## src/hdl/mdss_pkg.sv

```systemverilog
`timescale 1ns / 1ps
// ----------------------------------------------------------------------------
// mdss_pkg: motor drive stall supervisor shared types
// command and mode codes, transfer payloads and configuration bundle
// ----------------------------------------------------------------------------
package mdss_pkg;

    localparam int NUM_LANES  = 2;
    localparam int CUR_W      = 12;
    localparam int CNT_W      = 8;
    localparam int INRUSH_W   = 16;
    localparam int SPEED_W    = 16;
    localparam int DUTY_W     = 7;
    localparam int PADDR_W    = 4;
    localparam int PDATA_W    = 32;

    localparam logic [DUTY_W-1:0]  DUTY_MAX      = 7'd100;
    localparam logic [SPEED_W-1:0] SPEED_POS_MAX = 16'sd100;
    localparam logic [SPEED_W-1:0] SPEED_NEG_MAX = -16'sd100;

    localparam logic [CUR_W-1:0]    THRESHOLD_RST = 12'd3000;
    localparam logic [CNT_W-1:0]    LIMIT_RST     = 8'd10;
    localparam logic [INRUSH_W-1:0] INRUSH_RST    = 16'd50;

    typedef enum logic [1:0] {
        CMD_TICK      = 2'd0,
        CMD_START     = 2'd1,
        CMD_STOP      = 2'd2,
        CMD_SET_SPEED = 2'd3
    } cmd_t;

    typedef enum logic [1:0] {
        MODE_STOPPED  = 2'd0,
        MODE_STARTING = 2'd1,
        MODE_RUNNING  = 2'd2,
        MODE_FAULT    = 2'd3
    } mode_t;

    typedef enum logic [1:0] {
        REG_THRESHOLD = 2'd0,
        REG_LIMIT     = 2'd1,
        REG_INRUSH    = 2'd2,
        REG_NONE      = 2'd3
    } reg_idx_t;

    typedef struct packed {
        logic [1:0]                command;
        logic signed [SPEED_W-1:0] speed;
        logic [CUR_W-1:0]          left_current;
        logic [CUR_W-1:0]          right_current;
    } in_item_t;

    typedef struct packed {
        logic [DUTY_W-1:0] forward_duty;
        logic [DUTY_W-1:0] reverse_duty;
        logic [1:0]        motor_mode;
    } out_item_t;

    typedef struct packed {
        logic [CUR_W-1:0]    stall_threshold;
        logic [CNT_W-1:0]    stall_limit;
        logic [INRUSH_W-1:0] inrush_ticks;
    } cfg_t;

endpackage

```

## src/hdl/mdss_lane.sv

```systemverilog
`timescale 1ns / 1ps
// ----------------------------------------------------------------------------
// mdss_lane: per-motor stall counter
// counts consecutive over-threshold samples and flags when the limit is passed
// ----------------------------------------------------------------------------
module mdss_lane
    import mdss_pkg::*;
(
    input  logic             aclk,
    input  logic             aresetn,
    input  logic             en,
    input  logic [CUR_W-1:0] sample,
    input  cfg_t             cfg,
    output logic             fault
);

    logic [CNT_W-1:0] count_reg;
    logic [CNT_W-1:0] count_next;

    always_comb begin
        if (sample > cfg.stall_threshold) begin
            // saturating increment
            count_next = (&count_reg) ? count_reg : count_reg + 1'b1;
        end else begin
            count_next = '0;
        end
    end

    assign fault = (count_next > cfg.stall_limit);

    always_ff @(posedge aclk) begin
        if (!aresetn) begin
            count_reg <= '0;
        end else if (en) begin
            count_reg <= count_next;
        end
    end

endmodule

```

## src/hdl/mdss_regs.sv

```systemverilog
`timescale 1ns / 1ps
// ----------------------------------------------------------------------------
// mdss_regs: configuration register file
// apb-style write and read of threshold, limit and inrush time
// ----------------------------------------------------------------------------
module mdss_regs
    import mdss_pkg::*;
(
    input  logic               aclk,
    input  logic               aresetn,
    input  logic               psel,
    input  logic               penable,
    input  logic               pwrite,
    input  logic [PADDR_W-1:0] paddr,
    input  logic [PDATA_W-1:0] pwdata,
    output logic [PDATA_W-1:0] prdata,
    output cfg_t               cfg
);

    cfg_t     cfg_reg;
    reg_idx_t idx;
    logic     wr_en;

    assign idx   = reg_idx_t'(paddr[PADDR_W-1:2]);
    assign wr_en = psel && penable && pwrite;
    assign cfg   = cfg_reg;

    always_ff @(posedge aclk) begin
        if (!aresetn) begin
            cfg_reg.stall_threshold <= THRESHOLD_RST;
            cfg_reg.stall_limit     <= LIMIT_RST;
            cfg_reg.inrush_ticks    <= INRUSH_RST;
        end else if (wr_en) begin
            unique case (idx)
                REG_THRESHOLD: cfg_reg.stall_threshold <= pwdata[CUR_W-1:0];
                REG_LIMIT:     cfg_reg.stall_limit     <= pwdata[CNT_W-1:0];
                REG_INRUSH:    cfg_reg.inrush_ticks    <= pwdata[INRUSH_W-1:0];
                default: ;
            endcase
        end
    end

    always_comb begin
        unique case (idx)
            REG_THRESHOLD: prdata = {{(PDATA_W-CUR_W){1'b0}}, cfg_reg.stall_threshold};
            REG_LIMIT:     prdata = {{(PDATA_W-CNT_W){1'b0}}, cfg_reg.stall_limit};
            REG_INRUSH:    prdata = {{(PDATA_W-INRUSH_W){1'b0}}, cfg_reg.inrush_ticks};
            default:       prdata = '0;
        endcase
    end

endmodule

```

## src/hdl/motor_drive_stall_supervisor.sv

```systemverilog
`timescale 1ns / 1ps
// ----------------------------------------------------------------------------
// motor_drive_stall_supervisor: dc motor bridge supervisor with stall watch
// each result is registered in the output register, or parked in the skid entry, before it drives m_valid
// throughput: one command per cycle while the skid entry is free; a two-entry output buffer keeps s_ready
// high while a single result waits for m_ready
// reset: synchronous active-low aresetn, mode stopped, duties and counts zero
// ----------------------------------------------------------------------------
module motor_drive_stall_supervisor
    import mdss_pkg::*;
(
    input  logic               aclk,
    input  logic               aresetn,
    // command channel
    input  logic               s_valid,
    output logic               s_ready,
    input  in_item_t           s_data,
    // result channel
    output logic               m_valid,
    input  logic               m_ready,
    output out_item_t          m_data,
    // configuration port
    input  logic               psel,
    input  logic               penable,
    input  logic               pwrite,
    input  logic [PADDR_W-1:0] paddr,
    input  logic [PDATA_W-1:0] pwdata,
    output logic [PDATA_W-1:0] prdata,
    output logic               pready
);

    // supervisor state
    mode_t               mode_reg,    mode_next;
    logic [INRUSH_W-1:0] inrush_reg,  inrush_next;
    logic [DUTY_W-1:0]   fwd_reg,     fwd_next;
    logic [DUTY_W-1:0]   rev_reg,     rev_next;

    // output buffer: main register plus skid entry
    out_item_t out_reg;
    logic      out_valid_reg;
    out_item_t skid_reg;
    logic      skid_valid_reg;

    cfg_t             cfg;
    cmd_t             cmd;
    logic             in_xfer;
    logic             lane_en;
    logic [NUM_LANES-1:0]           lane_fault;
    logic [NUM_LANES-1:0][CUR_W-1:0] lane_sample;
    logic                           any_fault;
    out_item_t                      result;
    logic [INRUSH_W-1:0]            inrush_inc;
    logic [SPEED_W-1:0]             speed_neg;

    assign pready = 1'b1;

    mdss_regs u_regs (
        .aclk    (aclk),
        .aresetn (aresetn),
        .psel    (psel),
        .penable (penable),
        .pwrite  (pwrite),
        .paddr   (paddr),
        .pwdata  (pwdata),
        .prdata  (prdata),
        .cfg     (cfg)
    );

    assign cmd     = cmd_t'(s_data.command);
    assign in_xfer = s_valid && s_ready;

    // lanes only advance on a tick while running
    assign lane_en = in_xfer && (cmd == CMD_TICK) && (mode_reg == MODE_RUNNING);

    assign lane_sample[0] = s_data.left_current;
    assign lane_sample[1] = s_data.right_current;

    for (genvar g = 0; g < NUM_LANES; g++) begin : g_lane
        mdss_lane u_lane (
            .aclk    (aclk),
            .aresetn (aresetn),
            .en      (lane_en),
            .sample  (lane_sample[g]),
            .cfg     (cfg),
            .fault   (lane_fault[g])
        );
    end

    // merge: a fault on any lane trips the bridge
    assign any_fault = |lane_fault;

    // saturating inrush count
    assign inrush_inc = (&inrush_reg) ? inrush_reg : inrush_reg + 1'b1;
    assign speed_neg  = '0 - s_data.speed;

    always_comb begin
        mode_next   = mode_reg;
        inrush_next = inrush_reg;
        fwd_next    = fwd_reg;
        rev_next    = rev_reg;
        unique case (cmd)
            CMD_TICK: begin
                if (mode_reg == MODE_STARTING) begin
                    inrush_next = inrush_inc;
                    if (inrush_inc >= cfg.inrush_ticks) begin
                        mode_next = MODE_RUNNING;
                    end
                end else if (mode_reg == MODE_RUNNING && any_fault) begin
                    fwd_next  = '0;
                    rev_next  = '0;
                    mode_next = MODE_FAULT;
                end
            end
            CMD_START: begin
                inrush_next = '0;
                mode_next   = MODE_STARTING;
            end
            CMD_STOP: begin
                fwd_next  = '0;
                rev_next  = '0;
                mode_next = MODE_STOPPED;
            end
            CMD_SET_SPEED: begin
                // clamp to plus or minus full duty, sign picks the bridge side
                if ($signed(s_data.speed) > $signed(SPEED_POS_MAX)) begin
                    fwd_next = DUTY_MAX;
                    rev_next = '0;
                end else if ($signed(s_data.speed) < $signed(SPEED_NEG_MAX)) begin
                    fwd_next = '0;
                    rev_next = DUTY_MAX;
                end else if ($signed(s_data.speed) > 0) begin
                    fwd_next = s_data.speed[DUTY_W-1:0];
                    rev_next = '0;
                end else if ($signed(s_data.speed) < 0) begin
                    fwd_next = '0;
                    rev_next = speed_neg[DUTY_W-1:0];
                end else begin
                    fwd_next = '0;
                    rev_next = '0;
                end
            end
            default: ;
        endcase
    end

    assign result.forward_duty = fwd_next;
    assign result.reverse_duty = rev_next;
    assign result.motor_mode   = mode_next;

    always_ff @(posedge aclk) begin
        if (!aresetn) begin
            mode_reg   <= MODE_STOPPED;
            inrush_reg <= '0;
            fwd_reg    <= '0;
            rev_reg    <= '0;
        end else if (in_xfer) begin
            mode_reg   <= mode_next;
            inrush_reg <= inrush_next;
            fwd_reg    <= fwd_next;
            rev_reg    <= rev_next;
        end
    end

    // input side stalls only when the skid entry is occupied
    assign s_ready = !skid_valid_reg;
    assign m_valid = out_valid_reg;
    assign m_data  = out_reg;

    always_ff @(posedge aclk) begin
        if (!aresetn) begin
            out_valid_reg  <= 1'b0;
            skid_valid_reg <= 1'b0;
        end else if (!out_valid_reg || m_ready) begin
            // output register free or draining this cycle
            if (skid_valid_reg) begin
                out_valid_reg  <= 1'b1;
                skid_valid_reg <= 1'b0;
            end else begin
                out_valid_reg <= in_xfer;
            end
        end else if (in_xfer) begin
            // result waiting downstream, park the new one
            skid_valid_reg <= 1'b1;
        end
    end

    always_ff @(posedge aclk) begin
        if (!out_valid_reg || m_ready) begin
            if (skid_valid_reg) begin
                out_reg <= skid_reg;
            end else if (in_xfer) begin
                out_reg <= result;
            end
        end else if (in_xfer) begin
            skid_reg <= result;
        end
    end

endmodule

```

## config.mk

```make
export PLATFORM = sky130hd
export DESIGN_NAME = motor_drive_stall_supervisor
export DESIGN_NICKNAME = d
export VERILOG_FILES = /design/src/hdl/mdss_pkg.sv /design/src/hdl/mdss_lane.sv /design/src/hdl/mdss_regs.sv /design/src/hdl/motor_drive_stall_supervisor.sv
export SDC_FILE = /design/constraint.sdc
export NUM_CORES = 1
export LEC_CHECK = 0
export ABC_CLOCK_PERIOD_IN_PS = 8390
export BUFFER_PORTS_ARGS = -buffer_cell sky130_fd_sc_hd__buf_2
export CAP_MARGIN = 20
export CORE_MARGIN = 2
export CORE_UTILIZATION = 50
export DETAILED_ROUTE_END_ITERATION = 7
export GPL_ROUTABILITY_DRIVEN = 0
export HOLD_SLACK_MARGIN = 0.03
export PLACE_DENSITY_LB_ADDON = 0.25
export SLEW_MARGIN = 0
export SYNTH_ARGS = -nofsm -noshare
export SYNTH_HDL_FRONTEND = slang
export SYNTH_SLANG_ARGS = --single-unit
```

## constraint.sdc

```tcl
create_clock -name aclk -period 8.39 [get_ports aclk]
set_input_delay 0.839 -clock aclk [delete_from_list [all_inputs] [get_ports aclk]]
set_output_delay 0.839 -clock aclk [all_outputs]
set_load 0.05 [all_outputs]
```

==> flow_metrics.env <==
export IMPL_yosys_warnings=0
export IMPL_crit_chain="buf_2 > ha_1 > a21o_1 > a221o_1 > a221o_1 > o21ai_2 > a31oi_1 > o21a_1 > ha_1 > a21oi_1 > o21ai_0 > o22ai_1 > a211oi_2 > buf_4 > a21o_1 > o31ai_1"
export IMPL_drt_iter0_drc=457
export IMPL_cp_arrival_ns=4.75
export IMPL_antenna_found_initial=0
export IMPL_setup_viol=0
export IMPL_grt_max_degree=58
export IMPL_grt_pass1_wl_um=29200
export IMPL_drv_cap=0
export IMPL_synth_cell_type_count=67
export IMPL_async_reset_ff_share_pct=0
export IMPL_hold_violations=0
export IMPL_avgRoutedWirePerCell_um=14.9
export IMPL_worstSkewPairLatency_ns=0.43
export IMPL_ys_ff_latch=118
export IMPL_dp_slack_ns=3.48
export IMPL_layout_drive_gt1_share_pct=17.6
export IMPL_largest_register_ffs=36
export IMPL_clock_skew_ns=0.00590
export IMPL_dieArea_mm2=0.0161
export IMPL_mostFrequentLayoutCells="nand2_1 (127), buf_2 (100), dfxtp_1 (86), a21oi_1 (81), ha_1 (60)"
export IMPL_synth_cell_area_mm2=0.00755
export IMPL_start_kind="input port"
export IMPL_post_cts_setup_buffers=0
export IMPL_drv_slew=0
export IMPL_dominantRegCellSynth="dfxtp_1"
export IMPL_die_w_um=127
export IMPL_layout_commonest_cell="nand2_1"
export IMPL_crit_type="input port to register"
export IMPL_min_period_over_period_pct=54.2
export IMPL_avgSynthCellArea_um2=8.33
export IMPL_syn_inst=906
export IMPL_clockBufferDepth=2
export IMPL_final_cells=1185
export IMPL_track_usage_pct=22.3
export IMPL_diodes=0
export IMPL_utilization_pct=59.5
export IMPL_cts_clk_slew_worst_paths_ns=0.06
export IMPL_max_slew_worst_pin_slew_ns=1.01
export IMPL_max_freq_ghz=0.220
export IMPL_cpPeakStageDelay_ns=0.53
export IMPL_root_buffer="clkbuf_16"
export IMPL_wirelength_um=17700
export IMPL_layout_nets=1133
export IMPL_fin_crit_ns=4.55
export IMPL_cts_tree="yes"
export IMPL_port_buffers=100
export IMPL_drc=0
export IMPL_first_pass_iters=5
export IMPL_leakagePower_nw=3.68
export IMPL_setup_slack_ns=3.84
export IMPL_start_util_pct=51.5
export IMPL_die_y_um=127
export IMPL_rsz0062_at_grt="false"
export IMPL_status="finished, final reports clean"
export IMPL_hpwl_um=12500
export IMPL_required_ns=8.60
export IMPL_clock_sinks=118
export IMPL_ant_nets=0
export IMPL_tns_ns=0
export IMPL_core_mm2=0.0146
export IMPL_post_cts_resize_count=0
export IMPL_ctsHoldBuffers=0
export IMPL_rows=44
export IMPL_via_per_inst=5.64
export IMPL_grt_pass1_vias=6135
export IMPL_grt_overflow=0
export IMPL_yosys_area_top_type="dfxtp_1"
export IMPL_powerDensity_mw_per_mm2=175
export IMPL_cts_buffers=17
export IMPL_slowest_stage="o21ai_2"
export IMPL_max_slew_margin_pct=32.6
export IMPL_hp_class="register to register"
export IMPL_post_place_cells=1152
export IMPL_area_delta_synth_final_pct=15.4
export IMPL_cts_max_level=4
export IMPL_floorplan_io_pins=136
export IMPL_yosys_area_top_type_share_pct=22.8
export IMPL_endpoint_kind="register"
export IMPL_worst_path_max_fanout=24
export IMPL_yosysSeqAreaShare_pct=35.5
export IMPL_irDropWorstVdd_mv=0.141
export IMPL_synth_edf_count=32
export IMPL_vias=6689
export IMPL_synth_area_leaders="dfxtp_1 (23%), edfxtp_1 (13%), ha_1 (9.9%)"
[cell families (layout without fill, tap and decap cells)]
kind of cell,after synthesis,in the layout,synth area share (%)
other cells,2,17,0.0995
xor+xnor,21,21,2.44
compound gates,242,242,20.3
simple gates,332,332,21.5
flops,118,118,35.5
buf+inv,104,184,6.30
mux,27,27,3.85
fa+ha+maj,60,60,9.95
[metal layers]
metal | up-vias | track usage [%] | part of all wire (%)
li1 | 3398 | - | -
met1 | 3090 | 29.9 | 47
met2 | 173 | 35.6 | 46
met3 | 28 | 5.15 | 5.3
met4 | 0 | 7.50 | 1.8
met5 | - | 0 | 0
[power breakdown]
group / internal (W) / switching (W) / total [W]
registers: 0.000598 / 0.00000511 / 0.000603
logic: 0.0000468 / 0.000119 / 0.000166
clock network: 0.000473 / 0.000286 / 0.000759
total: 0.00112 / 0.000411 / 0.00153
[cells in the mapped netlist, types with 7 or more instances]
master,count
o31ai_1,12
o211ai_1,15
o21a_1,14
nand2b_1,9
mux2_2,12
and3_1,17
nand4_1,15
nand3_1,41
mux2i_1,14
xor2_1,8
clkbuf_1,34
or3_1,15
a211oi_1,7
dfxtp_1,86
a31oi_1,14
o21ai_0,42
nor2_1,57
nor3_1,13
buf_4,19
ha_1,60
o21ai_1,8
xnor2_1,13
edfxtp_1,32
nor2b_1,9
inv_1,44
a21oi_1,81
a21o_1,14
and2_1,7
nand2_1,127
[stage by stage]
| stage | cell area, um^2 | hold slack [ns] | total power (W) |
|---|---|---|---|
| 3_3_place_gp | 8080 | 0.457 | 0.000777 |
| 2_1_floorplan | 7600 | 0.445 | 0.000737 |
| 3_5_place_dp | 8080 | 0.464 | 0.000779 |
| 6_report | 8710 | 0.467 | 0.00153 |
| 4_1_cts | 8700 | 0.472 | 0.00154 |
| 5_1_grt | 8710 | 0.495 | 0.00158 |
[worst paths after layout]
path	from	end	slack (ns)	depth (start not counted)
worst max register to register	u_regs.cfg[27]	m_data[13]	3.95	16
worst min register to register	u_regs.cfg[13]	u_regs.cfg[13]	0.47	2
worst min-delay path	u_regs.cfg[13]	u_regs.cfg[13]	0.47	2
worst max-delay path	s_data[2]	m_data[13]	3.84	16
[worst max-delay path: cells and delay by family]
family / cells / cell delay (ns)
adder cells (fa/ha/maj): 2 / 0.59
buffers and inverters: 2 / 0.34
AO/OA/AOI/OAI: 12 / 2.97
[layout make-up]
class                   count  area, um^2
fillers                  1336        5930
multi-input cells         699        4460
flip-flops and latches    118        2680
repair buffers            107         557
clock buffers              17         425
well taps                 184         230
clock inverters            15         190
inverters                  45         169
Note: power is estimated with default switching activity, not from simulation.
